<file path="src/rtl/otpsa_pkg.sv">
// ----------------------------------------------------------------------------
// otpsa_pkg
// Shared constants, codes and types for the owner-tagged page slot allocator.
// ----------------------------------------------------------------------------
`default_nettype none

package otpsa_pkg;

   // Field widths
   localparam int unsigned TAG_W   = 5;
   localparam int unsigned SLOT_W  = 5;
   localparam int unsigned COUNT_W = 5;

   // Default pool sizes
   localparam int unsigned TABLE_SLOTS_DEF = 24;
   localparam int unsigned DATA_SLOTS_DEF  = 16;

   // Tag used when the configured owner is zero
   localparam logic [TAG_W-1:0] NO_OWNER_TAG = 5'd31;
   localparam logic [TAG_W-1:0] OWNER_NONE   = 5'd0;

   // Command codes
   localparam logic CMD_ALLOC   = 1'b0;
   localparam logic CMD_RELEASE = 1'b1;

   // Pool codes
   localparam logic POOL_TABLE = 1'b0;
   localparam logic POOL_DATA  = 1'b1;

   // Status codes
   localparam logic STATUS_OK   = 1'b0;
   localparam logic STATUS_FULL = 1'b1;

   // Sequencer states
   typedef enum logic [2:0] {
      ST_IDLE,
      ST_ALLOC,
      ST_REL_RD,
      ST_REL_CMP,
      ST_FINISH
   } ctrl_state_type;

   // Per-pool commands from the sequencer
   typedef struct packed {
      logic rd_en;
      logic set;
      logic clear;
   } pool_cmd_type;

endpackage

`default_nettype wire

</file>
<file path="src/rtl/otpsa_if.sv">
// ----------------------------------------------------------------------------
// otpsa_if
// Valid/ready channels for allocator commands and results.
// ----------------------------------------------------------------------------
`default_nettype none

interface otpsa_req_if;
   logic                           valid;
   logic                           ready;
   logic                           command;
   logic                           pool_select;
   logic [otpsa_pkg::TAG_W-1:0]    release_owner;

   modport source (output valid, command, pool_select, release_owner, input ready);
   modport sink   (input valid, command, pool_select, release_owner, output ready);
endinterface

interface otpsa_rsp_if;
   logic                           valid;
   logic                           ready;
   logic                           status;
   logic [otpsa_pkg::SLOT_W-1:0]   slot_index;
   logic [otpsa_pkg::COUNT_W-1:0]  table_used;
   logic [otpsa_pkg::COUNT_W-1:0]  data_used;

   modport source (output valid, status, slot_index, table_used, data_used, input ready);
   modport sink   (input valid, status, slot_index, table_used, data_used, output ready);
endinterface

`default_nettype wire

</file>
<file path="src/rtl/otpsa_pool.sv">
// ----------------------------------------------------------------------------
// otpsa_pool
// One slot pool: owner tag memory, per-slot used bits and a used counter.
// ----------------------------------------------------------------------------
`default_nettype none

module otpsa_pool #(
   parameter int unsigned SLOTS = otpsa_pkg::DATA_SLOTS_DEF,
   localparam int unsigned ADDR_W = (SLOTS > 1) ? $clog2(SLOTS) : 1,
   localparam int unsigned CNT_W  = $clog2(SLOTS + 1)
) (
   input  wire logic                           clock,
   input  wire logic                           reset,
   input  wire otpsa_pkg::pool_cmd_type        cmd,
   input  wire logic [ADDR_W-1:0]              addr,
   input  wire logic [otpsa_pkg::TAG_W-1:0]    wr_tag,
   output logic                                used_bit,
   output logic [otpsa_pkg::TAG_W-1:0]         rd_tag,
   output logic [otpsa_pkg::COUNT_W-1:0]       used_count
);
   import otpsa_pkg::*;

   logic [SLOTS-1:0]       used_ff, used_in;
   logic [CNT_W-1:0]       cnt_ff, cnt_in;
   logic [TAG_W-1:0]       tag_mem [SLOTS];
   logic [TAG_W-1:0]       rd_tag_ff;
   logic [CNT_W+COUNT_W-1:0] cnt_ext;
   logic                   addr_ok;

   // Used bits and count
   always_comb begin
      used_in = used_ff;
      cnt_in  = cnt_ff;
      if (cmd.set) begin
         used_in[addr] = 1'b1;
         cnt_in        = CNT_W'(cnt_ff + 1'b1);
      end else if (cmd.clear) begin
         used_in[addr] = 1'b0;
         cnt_in        = CNT_W'(cnt_ff - 1'b1);
      end
   end

   always_ff @(posedge clock) begin
      if (reset) begin
         used_ff <= '0;
         cnt_ff  <= '0;
      end else begin
         used_ff <= used_in;
         cnt_ff  <= cnt_in;
      end
   end

   // Tag memory: one write port, one registered read port
   always_ff @(posedge clock) begin
      if (cmd.set) begin
         tag_mem[addr] <= wr_tag;
      end
   end

   always_ff @(posedge clock) begin
      if (cmd.rd_en) begin
         rd_tag_ff <= tag_mem[addr];
      end
   end

   assign rd_tag = rd_tag_ff;

   // Out-of-range addresses read as used so a scan never grants them
   assign addr_ok  = ({1'b0, addr} < (ADDR_W+1)'(SLOTS));
   assign used_bit = addr_ok ? used_ff[addr] : 1'b1;

   // Saturate the reported count at the field maximum
   assign cnt_ext    = {{COUNT_W{1'b0}}, cnt_ff};
   assign used_count = (cnt_ext > (CNT_W+COUNT_W)'(31)) ? COUNT_W'(31) : cnt_ext[COUNT_W-1:0];

endmodule

`default_nettype wire

</file>
<file path="src/rtl/otpsa_ctrl.sv">
// ----------------------------------------------------------------------------
// otpsa_ctrl
// Slot sequencer: walks one slot per step for allocate and release scans,
// using a single shared owner compare.
// ----------------------------------------------------------------------------
`default_nettype none

module otpsa_ctrl #(
   parameter int unsigned TABLE_SLOTS = otpsa_pkg::TABLE_SLOTS_DEF,
   parameter int unsigned DATA_SLOTS  = otpsa_pkg::DATA_SLOTS_DEF,
   localparam int unsigned MAX_SLOTS = (TABLE_SLOTS > DATA_SLOTS) ? TABLE_SLOTS : DATA_SLOTS,
   localparam int unsigned IDX_W     = $clog2(MAX_SLOTS + 1)
) (
   input  wire logic                           clock,
   input  wire logic                           reset,
   // command side
   input  wire logic                           req_valid,
   output logic                                req_ready,
   input  wire logic                           command,
   input  wire logic                           pool_select,
   input  wire logic [otpsa_pkg::TAG_W-1:0]    release_owner,
   input  wire logic [otpsa_pkg::TAG_W-1:0]    alloc_owner,
   // pool side
   output logic [IDX_W-1:0]                    scan_idx,
   output logic [otpsa_pkg::TAG_W-1:0]         wr_tag,
   output otpsa_pkg::pool_cmd_type             tbl_cmd,
   output otpsa_pkg::pool_cmd_type             dat_cmd,
   input  wire logic                           tbl_used_bit,
   input  wire logic                           dat_used_bit,
   input  wire logic [otpsa_pkg::TAG_W-1:0]    tbl_rd_tag,
   input  wire logic [otpsa_pkg::TAG_W-1:0]    dat_rd_tag,
   // result side
   input  wire logic                           rsp_free,
   output logic                                done,
   output logic                                done_status,
   output logic [otpsa_pkg::SLOT_W-1:0]        done_slot
);
   import otpsa_pkg::*;

   ctrl_state_type          state_ff, state_in;
   logic [IDX_W-1:0]        idx_ff, idx_in;
   logic                    pool_ff, pool_in;
   logic [TAG_W-1:0]        owner_ff, owner_in;
   logic [TAG_W-1:0]        tag_ff, tag_in;
   logic                    status_ff, status_in;
   logic [SLOT_W-1:0]       slot_ff, slot_in;

   logic [IDX_W-1:0]        limit;
   logic                    at_end;
   logic                    used_bit;
   logic [TAG_W-1:0]        rd_tag;
   logic                    owner_hit;
   logic [IDX_W+SLOT_W-1:0] idx_ext;
   pool_cmd_type            cmd;

   // Current pool view
   assign limit    = (pool_ff == POOL_DATA) ? IDX_W'(DATA_SLOTS) : IDX_W'(TABLE_SLOTS);
   assign at_end   = (idx_ff == limit);
   assign used_bit = (pool_ff == POOL_DATA) ? dat_used_bit : tbl_used_bit;
   assign rd_tag   = (pool_ff == POOL_DATA) ? dat_rd_tag : tbl_rd_tag;
   assign idx_ext  = {{SLOT_W{1'b0}}, idx_ff};

   // Shared compare: stored tag against the owner being released
   assign owner_hit = used_bit && (rd_tag == owner_ff);

   // Next state
   always_comb begin
      state_in = state_ff;
      unique case (state_ff)
         ST_IDLE: begin
            if (req_valid) begin
               if (command == CMD_ALLOC) begin
                  state_in = ST_ALLOC;
               end else if (release_owner == OWNER_NONE) begin
                  state_in = ST_FINISH;
               end else begin
                  state_in = ST_REL_RD;
               end
            end
         end
         ST_ALLOC: begin
            if (at_end || !used_bit) begin
               state_in = ST_FINISH;
            end
         end
         ST_REL_RD: begin
            if (at_end && (pool_ff == POOL_DATA)) begin
               state_in = ST_FINISH;
            end else if (!at_end) begin
               state_in = ST_REL_CMP;
            end
         end
         ST_REL_CMP: begin
            state_in = ST_REL_RD;
         end
         ST_FINISH: begin
            if (rsp_free) begin
               state_in = ST_IDLE;
            end
         end
         default: begin
            state_in = ST_IDLE;
         end
      endcase
   end

   // Outputs and datapath updates
   always_comb begin
      idx_in    = idx_ff;
      pool_in   = pool_ff;
      owner_in  = owner_ff;
      tag_in    = tag_ff;
      status_in = status_ff;
      slot_in   = slot_ff;
      cmd       = '0;
      req_ready = 1'b0;
      done      = 1'b0;
      unique case (state_ff)
         ST_IDLE: begin
            req_ready = 1'b1;
            if (req_valid) begin
               idx_in    = '0;
               pool_in   = (command == CMD_ALLOC) ? pool_select : POOL_TABLE;
               owner_in  = release_owner;
               tag_in    = (alloc_owner == OWNER_NONE) ? NO_OWNER_TAG : alloc_owner;
               status_in = STATUS_OK;
               slot_in   = '0;
            end
         end
         ST_ALLOC: begin
            if (at_end) begin
               status_in = STATUS_FULL;
               slot_in   = '0;
            end else if (!used_bit) begin
               cmd.set = 1'b1;
               slot_in = idx_ext[SLOT_W-1:0];
            end else begin
               idx_in = IDX_W'(idx_ff + 1'b1);
            end
         end
         ST_REL_RD: begin
            if (at_end) begin
               if (pool_ff == POOL_TABLE) begin
                  pool_in = POOL_DATA;
                  idx_in  = '0;
               end
            end else begin
               cmd.rd_en = 1'b1;
            end
         end
         ST_REL_CMP: begin
            cmd.clear = owner_hit;
            idx_in    = IDX_W'(idx_ff + 1'b1);
         end
         ST_FINISH: begin
            done = rsp_free;
         end
         default: begin
            done = 1'b0;
         end
      endcase
   end

   // Route the command to the active pool
   assign tbl_cmd = (pool_ff == POOL_TABLE) ? cmd : '0;
   assign dat_cmd = (pool_ff == POOL_DATA)  ? cmd : '0;

   assign scan_idx    = idx_ff;
   assign wr_tag      = tag_ff;
   assign done_status = status_ff;
   assign done_slot   = slot_ff;

   // Control registers
   always_ff @(posedge clock) begin
      if (reset) begin
         state_ff <= ST_IDLE;
      end else begin
         state_ff <= state_in;
      end
   end

   // Working registers
   always_ff @(posedge clock) begin
      idx_ff    <= idx_in;
      pool_ff   <= pool_in;
      owner_ff  <= owner_in;
      tag_ff    <= tag_in;
      status_ff <= status_in;
      slot_ff   <= slot_in;
   end

endmodule

`default_nettype wire

</file>
<file path="src/rtl/owner_tagged_page_slot_allocator_unit.sv">
// ----------------------------------------------------------------------------
// owner_tagged_page_slot_allocator_unit
// Owner-tagged first-free slot allocator over a table pool and a data pool.
// ----------------------------------------------------------------------------
//   Channel  Dir  Contents                                       Handshake
//   req      in   command, pool_select, release_owner            valid/ready
//   rsp      out  status, slot_index, table_used, data_used      valid/ready
//   csr      in   alloc_owner                                    write enable
//
// Allocate: scans the selected pool from slot zero up to the granted slot, or
// to the pool size when full; one used bit is checked per cycle.
// Release: each slot over both pools takes one tag memory read and one
// compare; owner zero skips the scan.
// Reset clears all used bits together; no clearing pass.
// One transaction is in work at a time; the result register lets the next
// command enter while the previous result waits on rsp.
// ----------------------------------------------------------------------------
`default_nettype none

module owner_tagged_page_slot_allocator_unit #(
   parameter int unsigned TABLE_SLOTS = otpsa_pkg::TABLE_SLOTS_DEF,
   parameter int unsigned DATA_SLOTS  = otpsa_pkg::DATA_SLOTS_DEF
) (
   input  wire logic                           clock,
   input  wire logic                           reset,
   otpsa_req_if.sink                           req_chan,
   otpsa_rsp_if.source                         rsp_chan,
   input  wire logic                           csr_wr_en,
   input  wire logic [otpsa_pkg::TAG_W-1:0]    csr_wr_data
);
   import otpsa_pkg::*;

   localparam int unsigned MAX_SLOTS = (TABLE_SLOTS > DATA_SLOTS) ? TABLE_SLOTS : DATA_SLOTS;
   localparam int unsigned IDX_W     = $clog2(MAX_SLOTS + 1);
   localparam int unsigned TBL_AW    = (TABLE_SLOTS > 1) ? $clog2(TABLE_SLOTS) : 1;
   localparam int unsigned DAT_AW    = (DATA_SLOTS > 1) ? $clog2(DATA_SLOTS) : 1;
   localparam logic [COUNT_W-1:0] TBL_MAX =
      COUNT_W'((TABLE_SLOTS > 31) ? 31 : TABLE_SLOTS);
   localparam logic [COUNT_W-1:0] DAT_MAX =
      COUNT_W'((DATA_SLOTS > 31) ? 31 : DATA_SLOTS);

   logic [TAG_W-1:0]    owner_ff;
   logic [IDX_W-1:0]    scan_idx;
   logic [TAG_W-1:0]    wr_tag;
   pool_cmd_type        tbl_cmd, dat_cmd;
   logic                tbl_used_bit, dat_used_bit;
   logic [TAG_W-1:0]    tbl_rd_tag, dat_rd_tag;
   logic [COUNT_W-1:0]  tbl_count, dat_count;
   logic                rsp_free, done, done_status;
   logic [SLOT_W-1:0]   done_slot;

   logic                rsp_valid_ff, rsp_valid_in;
   logic                rsp_status_ff;
   logic [SLOT_W-1:0]   rsp_slot_ff;
   logic [COUNT_W-1:0]  rsp_tbl_ff, rsp_dat_ff;

   // Owner register
   always_ff @(posedge clock) begin
      if (reset) begin
         owner_ff <= OWNER_NONE;
      end else if (csr_wr_en) begin
         owner_ff <= csr_wr_data;
      end
   end

   // Sequencer
   otpsa_ctrl #(
      .TABLE_SLOTS (TABLE_SLOTS),
      .DATA_SLOTS  (DATA_SLOTS)
   ) u_ctrl (
      .clock         (clock),
      .reset         (reset),
      .req_valid     (req_chan.valid),
      .req_ready     (req_chan.ready),
      .command       (req_chan.command),
      .pool_select   (req_chan.pool_select),
      .release_owner (req_chan.release_owner),
      .alloc_owner   (owner_ff),
      .scan_idx      (scan_idx),
      .wr_tag        (wr_tag),
      .tbl_cmd       (tbl_cmd),
      .dat_cmd       (dat_cmd),
      .tbl_used_bit  (tbl_used_bit),
      .dat_used_bit  (dat_used_bit),
      .tbl_rd_tag    (tbl_rd_tag),
      .dat_rd_tag    (dat_rd_tag),
      .rsp_free      (rsp_free),
      .done          (done),
      .done_status   (done_status),
      .done_slot     (done_slot)
   );

   // Table pool
   otpsa_pool #(
      .SLOTS (TABLE_SLOTS)
   ) u_table_pool (
      .clock      (clock),
      .reset      (reset),
      .cmd        (tbl_cmd),
      .addr       (scan_idx[TBL_AW-1:0]),
      .wr_tag     (wr_tag),
      .used_bit   (tbl_used_bit),
      .rd_tag     (tbl_rd_tag),
      .used_count (tbl_count)
   );

   // Data pool
   otpsa_pool #(
      .SLOTS (DATA_SLOTS)
   ) u_data_pool (
      .clock      (clock),
      .reset      (reset),
      .cmd        (dat_cmd),
      .addr       (scan_idx[DAT_AW-1:0]),
      .wr_tag     (wr_tag),
      .used_bit   (dat_used_bit),
      .rd_tag     (dat_rd_tag),
      .used_count (dat_count)
   );

   // Result register
   assign rsp_free     = !rsp_valid_ff || rsp_chan.ready;
   assign rsp_valid_in = done ? 1'b1 : (rsp_chan.ready ? 1'b0 : rsp_valid_ff);

   always_ff @(posedge clock) begin
      if (reset) begin
         rsp_valid_ff <= 1'b0;
      end else begin
         rsp_valid_ff <= rsp_valid_in;
      end
   end

   always_ff @(posedge clock) begin
      if (done) begin
         rsp_status_ff <= done_status;
         rsp_slot_ff   <= done_slot;
         rsp_tbl_ff    <= tbl_count;
         rsp_dat_ff    <= dat_count;
      end
   end

   assign rsp_chan.valid      = rsp_valid_ff;
   assign rsp_chan.status     = rsp_status_ff;
   assign rsp_chan.slot_index = rsp_slot_ff;
   assign rsp_chan.table_used = rsp_tbl_ff;
   assign rsp_chan.data_used  = rsp_dat_ff;

`ifndef SYNTHESIS
   // A command is worked on alone: no second transaction right after one
   a_one_in_work: assert property (@(posedge clock) disable iff (reset)
      req_chan.valid && req_chan.ready |=> !req_chan.ready)
      else $error("command accepted while another is in work");

   // A finished command always lands in the result register
   a_done_loads: assert property (@(posedge clock) disable iff (reset)
      done |=> rsp_chan.valid)
      else $error("finished command did not produce a result");

   // A full pool grants no slot
   a_full_no_slot: assert property (@(posedge clock) disable iff (reset)
      rsp_chan.valid && (rsp_chan.status == STATUS_FULL) |-> (rsp_chan.slot_index == '0))
      else $error("full status with a nonzero slot index");

   // Used counts never exceed the pool sizes
   a_count_range: assert property (@(posedge clock) disable iff (reset)
      rsp_chan.valid |-> (rsp_chan.table_used <= TBL_MAX) && (rsp_chan.data_used <= DAT_MAX))
      else $error("used count beyond pool size");
`endif

endmodule

`default_nettype wire
</file>
<file path="src/flat_wrapper.sv">
// flat-port wrapper written by rule: the top's interface ports become plain ports
module owner_tagged_page_slot_allocator_unit_flat import otpsa_pkg::*;
#(
   parameter int unsigned TABLE_SLOTS = otpsa_pkg::TABLE_SLOTS_DEF,
   parameter int unsigned DATA_SLOTS  = otpsa_pkg::DATA_SLOTS_DEF
)
  (clock, reset, csr_wr_en, csr_wr_data, req_chan_valid, req_chan_command, req_chan_pool_select, req_chan_release_owner, req_chan_ready, rsp_chan_valid, rsp_chan_status, rsp_chan_slot_index, rsp_chan_table_used, rsp_chan_data_used, rsp_chan_ready);
  otpsa_req_if req_chan_i ();
  otpsa_rsp_if rsp_chan_i ();
  input  wire logic clock;
  input  wire logic reset;
  input  wire logic csr_wr_en;
  input  wire logic [otpsa_pkg::TAG_W-1:0] csr_wr_data;
  input wire logic [$bits(req_chan_i.valid)-1:0] req_chan_valid;
  input wire logic [$bits(req_chan_i.command)-1:0] req_chan_command;
  input wire logic [$bits(req_chan_i.pool_select)-1:0] req_chan_pool_select;
  input wire logic [$bits(req_chan_i.release_owner)-1:0] req_chan_release_owner;
  output wire logic [$bits(req_chan_i.ready)-1:0] req_chan_ready;
  output wire logic [$bits(rsp_chan_i.valid)-1:0] rsp_chan_valid;
  output wire logic [$bits(rsp_chan_i.status)-1:0] rsp_chan_status;
  output wire logic [$bits(rsp_chan_i.slot_index)-1:0] rsp_chan_slot_index;
  output wire logic [$bits(rsp_chan_i.table_used)-1:0] rsp_chan_table_used;
  output wire logic [$bits(rsp_chan_i.data_used)-1:0] rsp_chan_data_used;
  input wire logic [$bits(rsp_chan_i.ready)-1:0] rsp_chan_ready;
  assign req_chan_i.valid = req_chan_valid;
  assign req_chan_i.command = req_chan_command;
  assign req_chan_i.pool_select = req_chan_pool_select;
  assign req_chan_i.release_owner = req_chan_release_owner;
  assign req_chan_ready = req_chan_i.ready;
  assign rsp_chan_valid = rsp_chan_i.valid;
  assign rsp_chan_status = rsp_chan_i.status;
  assign rsp_chan_slot_index = rsp_chan_i.slot_index;
  assign rsp_chan_table_used = rsp_chan_i.table_used;
  assign rsp_chan_data_used = rsp_chan_i.data_used;
  assign rsp_chan_i.ready = rsp_chan_ready;
  owner_tagged_page_slot_allocator_unit #(.TABLE_SLOTS(TABLE_SLOTS), .DATA_SLOTS(DATA_SLOTS)) u_core (.clock(clock), .reset(reset), .req_chan(req_chan_i), .rsp_chan(rsp_chan_i), .csr_wr_en(csr_wr_en), .csr_wr_data(csr_wr_data));
endmodule
</file>
<file path="config.mk">
export PLATFORM = sky130hd
export DESIGN_NAME = owner_tagged_page_slot_allocator_unit_flat
export DESIGN_NICKNAME = d
export VERILOG_FILES = /design/src/rtl/otpsa_pkg.sv /design/src/rtl/otpsa_if.sv /design/src/rtl/otpsa_pool.sv /design/src/rtl/otpsa_ctrl.sv /design/src/rtl/owner_tagged_page_slot_allocator_unit.sv /design/src/flat_wrapper.sv
export SDC_FILE = /design/constraint.sdc
export NUM_CORES = 1
export LEC_CHECK = 0
export ABC_AREA = 1
export CAP_MARGIN = 30
export CORE_ASPECT_RATIO = 1.25
export CORE_MARGIN = 3
export CORE_UTILIZATION = 42
export CTS_CLUSTER_SIZE = 25
export DETAILED_ROUTE_END_ITERATION = 6
export DONT_BUFFER_PORTS = 1
export PLACE_DENSITY = 0.53
export SLEW_MARGIN = 30
export SYNTH_ARGS = -nofsm -noshare
export SYNTH_HDL_FRONTEND = slang
export SYNTH_HIERARCHICAL = 1
export SYNTH_SLANG_ARGS = --single-unit
</file>
<file path="constraint.sdc">
create_clock -name clock -period 3.7 [get_ports clock]
set_clock_uncertainty 0.05 [all_clocks]
set_input_delay 1.11 -clock clock [delete_from_list [all_inputs] [get_ports clock]]
set_output_delay 1.11 -clock clock [all_outputs]
set_load 0.03 [all_outputs]
</file>
==> metrics, run 1 <==
H-tree Lvls 2; final hold violations 0; Placed Area 14100 sq um; First-pass DRT Iterations 5; crit-path max cell delay 500 ps; max_cap viols 0; Min-Delay Startpoint u_core/u_ctrl/done_slot[2]; r2r setup slk 380 ps; reg2reg start u_core/u_ctrl/scan_idx[0]; period utilization 89.6%; Cells after DPL 1856; I/O pin cnt 35; Resized Gates After CTS 0; Bufs and invs on worst path 4; EDFF count, synth 248; Post-Synthesis Cells 1485; Yosys top cell area share 54.3%; Final min period 3320 ps; DIE HEIGHT 208 um; Fill cells 3135; Syn Area/Cell 9.24 sq um; pin count of the biggest net entering global routing 50; Async SR Flop Fraction 0%; sequential share of the synthesized area 62.9%; clk sinks 307; hold buffer count at CTS 0; drt drc 0; Worst-path clk slew 60 ps; final wirelength 32.8 mm; register bit count reported by yosys 307; Yosys cell types 35; DR iter-0 viols 784; Die Wd 168 um; Top delay family on crit path simple AND/OR/NAND/NOR gates; Hold Path Sink u_core/rsp_chan.slot_index[2]; leading area contributor after synthesis edfxtp_1; Startpoint Class register; clock power share 33.6%; TritonCTS clock tree yes; R2R cell count 17; RSZ-0062 raised after global routing false; PortBufs 0; number of global-route vias before repair 9420; Hold Path Depth 0; Final Net Count 1507; # diodes 0; via count 9640; ANT nets after route 0; Syn-to-layout area delta 10.5%; die footprint 34900 sq um; sw frac 32.5%; Post-Syn Area 13700 sq um; Core Box Area 32000 sq um; GRT Overall Usage 18.7%; # setup viols final 0; P_int 6.47 mW; Pleak 6.41 nW; Synth area leaders edfxtp_1, nand2_1, dfxtp_1, nand3_1, inv_1; layout cells sized above 1 8.11%; Rel. slew slack 43.8%; total gr overflow 0; design area 15200 sq um; Final GP Congestion 0.813; row count 73; critical path peak fanout 31; clock buffer count from CTS 34; post-layout util 47.4%; Worst Setup End Kind register; Starting Density 42.9%; Power Density 631 nW/um^2; Post-Syn Nets 1512; CP arrival 3670 ps; Avg WL per Cell 17.1 um; non-filler cells, final 1917; Final HPWL DP 21.4 mm; Synthesis Warnings 6; status finished clean; crit-path cells buf_4 > buf_4 > nand2_1 > nand2_1 > nand2_1 > nand2_1 > nand2_1 > nand2_1 > nor2_1 > nand2_1 > nor3_4 > buf_4 > nor2_1 > inv_1 > nand3_1 > nand2_1 > a21oi_1; initial antenna violation count 0; latest clock arrival within the worst-skew pair 520 ps; CTS Root Cell clkbuf_16; first-pass GRT wire length 52.0 mm; main flop type after synthesis edfxtp_1; NetSw 3.11 mW; VDD IR max 385 uV; postcts setup bufs 0; WP data required 4050 ps; Highest Clock Rate 0.302 GHz; worst-margin pin slew 842 ps; most frequent CP cell nand2_1; CP max-delay cell inv_1; Vias per Instance 5.03; Hold WC Path Type register to register; Overall Power 9.57 mW; Seq pwr share 43.7%; combinational share of power 22.8%; Slew Viols, Final 0; worst setup path class register to register; CTS max path bufs 3; total negative slack 0 ps
==> final cells by class <==
class | instances | area, sq um | share of cell area [%]
flip-flops and latches | 307 | 8630 | 56.9
repair buffers | 31 | 233 | 1.53
clock inverters | 11 | 53.8 | 0.355
inverters | 125 | 472 | 3.11
clock buffers | 50 | 1010 | 6.68
multi-input cells | 981 | 4250 | 28.0
well taps | 412 | 515 | 3.40
==> how the worst max path moves through the flow <==
stage | start | cells past startpoint | end
floorplan | rsp_chan_ready | 4 | u_core/rsp_chan.data_used[0]
global placement | u_core/u_ctrl/scan_idx[0] | 17 | register
detailed placement | u_core/u_ctrl/scan_idx[0] | 17 | register
CTS | u_core/u_ctrl/scan_idx[0] | 17 | register
global route | u_core/u_ctrl/scan_idx[2] | 17 | register
finish | u_core/u_ctrl/scan_idx[0] | 17 | register
==> synth_stat cells, drive strengths merged, types with 8 or more instances <==
| master | n |
|---|---|
| nand2 | 668 |
| edfxtp | 248 |
| inv | 124 |
| nand3 | 96 |
| nor2 | 86 |
| a21oi | 70 |
| dfxtp | 59 |
| buf | 54 |
| o21ai | 20 |
| clkbuf | 18 |
| nand4 | 9 |
| ha | 8 |
==> layout by cell type (no fill, tap or decap), drive strengths merged <==
cell and instances:
o211ai 2, nand3b 3, or2 4, clkinv 11, inv 125, nor4 1
edfxtp 248, xnor2 2, nor2 86, nand3 96, fa 2, o31ai 2
buf 31, nor3 6, clkbuf 50, xor2 2, nand4 9, o21ai 20
ha 8, a21oi 70, nand2 668, dfxtp 59
==> logic make-up (layout without fill, tap and decap cells) <==
kind of cell,count (synthesis),in the layout,synth area share [%]
buffers and inverters,197,217,6.23
adders and majority gates,10,10,1.02
xor gates and xnor gates,4,4,0.255
DFF,307,307,62.9
AOI/OAI and AO/OA,94,94,3.50
and+or+nand+nor,873,873,26.1
==> worst register-to-register path, stage by stage, from the launching register on <==
cell and delay, ps:
edfxtp_1 390, buf_4 200, buf_4 270, nand2_1 130, nand2_1 60, nand2_1 50, nand2_1 80, nand2_1 60
nand2_1 50, nor2_1 100, nand2_1 130, nor3_4 410, buf_4 350, nor2_1 80, inv_1 500, nand3_1 150
nand2_1 90, a21oi_1 60
==> power groups by stage <==
stage / sequential (mW) / clock, mW / combinational (mW)
after floorplan: 4.22 / 0 / 1.55
after global placement: 4.25 / 0 / 2.20
after detailed placement: 4.26 / 0 / 2.19
after CTS: 4.19 / 3.31 / 2.21
final: 4.18 / 3.21 / 2.18
after global routing: 4.20 / 3.45 / 2.47
==> metal layers <==
metal	GRT usage (%)	wire length [um]	up-vias	part of all wire, %
li1	-	-	4803	-
met1	22.9	13800	4588	42
met2	33.8	16800	192	51
met3	2.72	1190	57	3.6
met4	6.21	932	0	2.8
met5	0	0	-	0
==> per-stage QoR <==
| step | setup WS (ps) | hold WS, ps |
|---|---|---|
| 3_5_place_dp | 406 | 359 |
| 2_1_floorplan | 340 | 350 |
| 5_1_grt | 64.7 | 385 |
| 3_3_place_gp | 435 | 356 |
| 6_report | 384 | 369 |
| 4_1_cts | 392 | 372 |
Power figures use the tool's default switching activity.
==> run 2: changes to the inputs <==
Clock period 3.7 ns to 3.2 ns, I/O delays scaled along.
==> run 2 against run 1 <==
Via count is 0.55% lower. Highest routed layer unchanged. Routed wire length fell by 0.89%. Final cell count increased by 1.3%. Final area grew 1.2%. Combinational power grew 26%. Die area unchanged. Clock power increased by 11%. Setup slack worse by 130 ps. Power is 16% higher.
==> metrics, run 2 (synthesis results as in run 1) <==
status finished clean; Final min period 2950 ps (-368 ps); WHS 367 ps (-2.14 ps); H-tree Lvls 2 (unchanged); Hold WC Path Type register to register; CTS Root Cell clkbuf_16; Avg WL per Cell 16.7 um (-2.2%); critical path peak fanout 17 (-45%); Final WS setup 252 ps (-132 ps); total negative slack 0 ps (unchanged); most common cell after layout, fill and taps aside nand2_1; reg2reg start u_core/u_ctrl/scan_idx[0]; Vias per Instance 4.94 (-1.8%); Core Box Area 32000 sq um (unchanged); drt drc 0 (unchanged); Syn-to-layout area delta 11.9%; most frequent cells in the layout nand2_1, edfxtp_1, inv_1, nand3_1, nor2_1; WP data required 3560 ps (-490 ps); initial antenna violation count 0 (unchanged); Hold Path Sink u_core/rsp_chan.slot_index[4]; worst setup path class register to register; row count 73 (unchanged); Highest Clock Rate 0.339 GHz (+12%); hold buffer count at CTS 0 (unchanged); total gr overflow 0 (unchanged); CP arrival 3310 ps (-360 ps); CTS max path bufs 3 (unchanged); clk sinks 307 (unchanged); Slew Viols, Final 0 (unchanged); Worst-path clk slew 60 ps (about the same); clock buffer count from CTS 34 (unchanged); Die Wd 168 um (unchanged); pre-CTS WS 207 ps (-199 ps); layout cells sized above 1 9.67% (+1.6 points); reg2reg end u_core/u_table_pool/cnt_ff[4]; I/O pin cnt 35 (unchanged); Power Density 723 nW/um^2 (+15%); worst-margin pin slew 800 ps (-42.0 ps); Min-Delay Startpoint u_core/u_ctrl/done_slot[4]; post-layout util 48.0% (+0.58 points); Overall Power 11.1 mW (+16%); Final HPWL DP 21.8 mm (+2.0%); Fill cells 3068 (-2.1%); final hold violations 0 (unchanged); latest clock arrival within the worst-skew pair 510 ps (about the same); Final Net Count 1533 (+1.7%); First-pass DRT Iterations 7 (+2); Startpoint Class register; R2R cell count 17 (unchanged); Starting Density 42.9% (unchanged); Seq. cell area 8630 sq um (unchanged); VDD IR max 451 uV (+17%); DIE HEIGHT 208 um (unchanged); Worst Setup End Kind register; pin count of the biggest net entering global routing 50 (unchanged); Hold Path Depth 0 (unchanged); via count 9587 (-0.55%); ANT nets after route 0 (unchanged); die footprint 34900 sq um (unchanged); final wirelength 32.5 mm (-0.89%); r2r setup slk 250 ps (-130 ps); Final GP Congestion 0.847 (+4.2%); number of global-route vias before repair 9785 (+3.9%); max_cap viols 0 (unchanged); first-pass GRT wire length 52.2 mm (+0.24%); period utilization 92.1% (+2.5 points); DR iter-0 viols 590 (-25%); # diodes 0 (unchanged); GRT Overall Usage 18.7% (about the same); multi-input gate area in the final layout 4260 sq um (+0.27%); PortBufs 0 (unchanged); Pleak 6.52 nW (+1.7%); Rel. slew slack 46.5% (+2.7 points); RSZ-0062 raised after global routing false; TritonCTS clock tree yes; # setup viols final 0 (unchanged)
-- run 2: cell types whose count changed in the layout (fill, tap and decap cells not counted), sizes merged --
| cell | before | now |
|---|---|---|
| clkinv | 11 | 10 |
| buf | 31 | 57 |
| clkbuf | 50 | 49 |
| clkinvlp | 0 | 1 |
-- run 2: layer usage --
metal | vias to the layer above | wire (um) | part of all wire [%] | GRT usage (%)
met5 | - | 0 | 0 | 0
met4 | 0 | 1100 | 3.4 | 7.23
met3 | 73 | 1290 | 4.0 | 3.02
met2 | 192 | 16700 | 51 | 32.8
met1 | 4486 | 13400 | 41 | 23.0
li1 | 4836 | - | - | -
-- run 2: report_power, final --
| group | switching, mW | leakage (nW) | internal (mW) |
|---|---|---|---|
| logic | 1.93 | 3.28 | 0.801 |
| registers | 0.173 | 2.73 | 4.62 |
| clock network | 1.50 | 0.497 | 2.06 |
| total | 3.61 | 6.52 | 7.49 |
-- run 2: cell type report --
class	count	share of cell area [%]
clock inverter	11	0.391
multi-input combinational	981	27.7
inverter	125	3.11
timing repair buffer	57	3.00
tap	412	3.36
sequential	307	56.2
clock buffer	49	6.18
-- run 2: worst max-delay path by stage --
stage                               from                            end  cells past startpoint
3_3_place_gp   u_core/u_ctrl/scan_idx[0]   u_core/u_data_pool/cnt_ff[3]                     18
2_1_floorplan  u_core/u_ctrl/scan_idx[0]   u_core/u_data_pool/cnt_ff[3]                     21
3_5_place_dp   u_core/u_ctrl/scan_idx[0]   u_core/u_data_pool/cnt_ff[3]                     18
6_report       u_core/u_ctrl/scan_idx[0]  u_core/u_table_pool/cnt_ff[4]                     17
4_1_cts        u_core/u_ctrl/scan_idx[0]   u_core/u_data_pool/cnt_ff[3]                     18
5_1_grt        u_core/u_ctrl/scan_idx[0]   u_core/u_data_pool/cnt_ff[3]                     23
-- run 2: critical path, stage by stage (launching register included) --
cell	delay, ps
edfxtp_1	380
buf_4	150
inv_1	100
ha_1	180
nand2_1	60
nor2_1	190
nand2_1	130
inv_1	110
nor2_2	50
inv_2	130
nor3_4	70
buf_4	210
fa_1	470
nand3b_1	200
o211ai_1	130
nand3_1	120
nand2_1	80
nor2_1	40
-- run 2: timing repair --
action | in CTS | in global routing
endpoints found under the setup margin | 0 | 28
buffers inserted | 0 | 11
gates resized for setup | 0 | 8
-- run 2: stage by stage --
stage | cells | cell area (sq um)
after floorplan | 1485 | 13700
after global placement | 1871 | 14200
after detailed placement | 1871 | 14200
after CTS | 1931 | 15300
after global routing | 1942 | 15300
final | 1942 | 15300
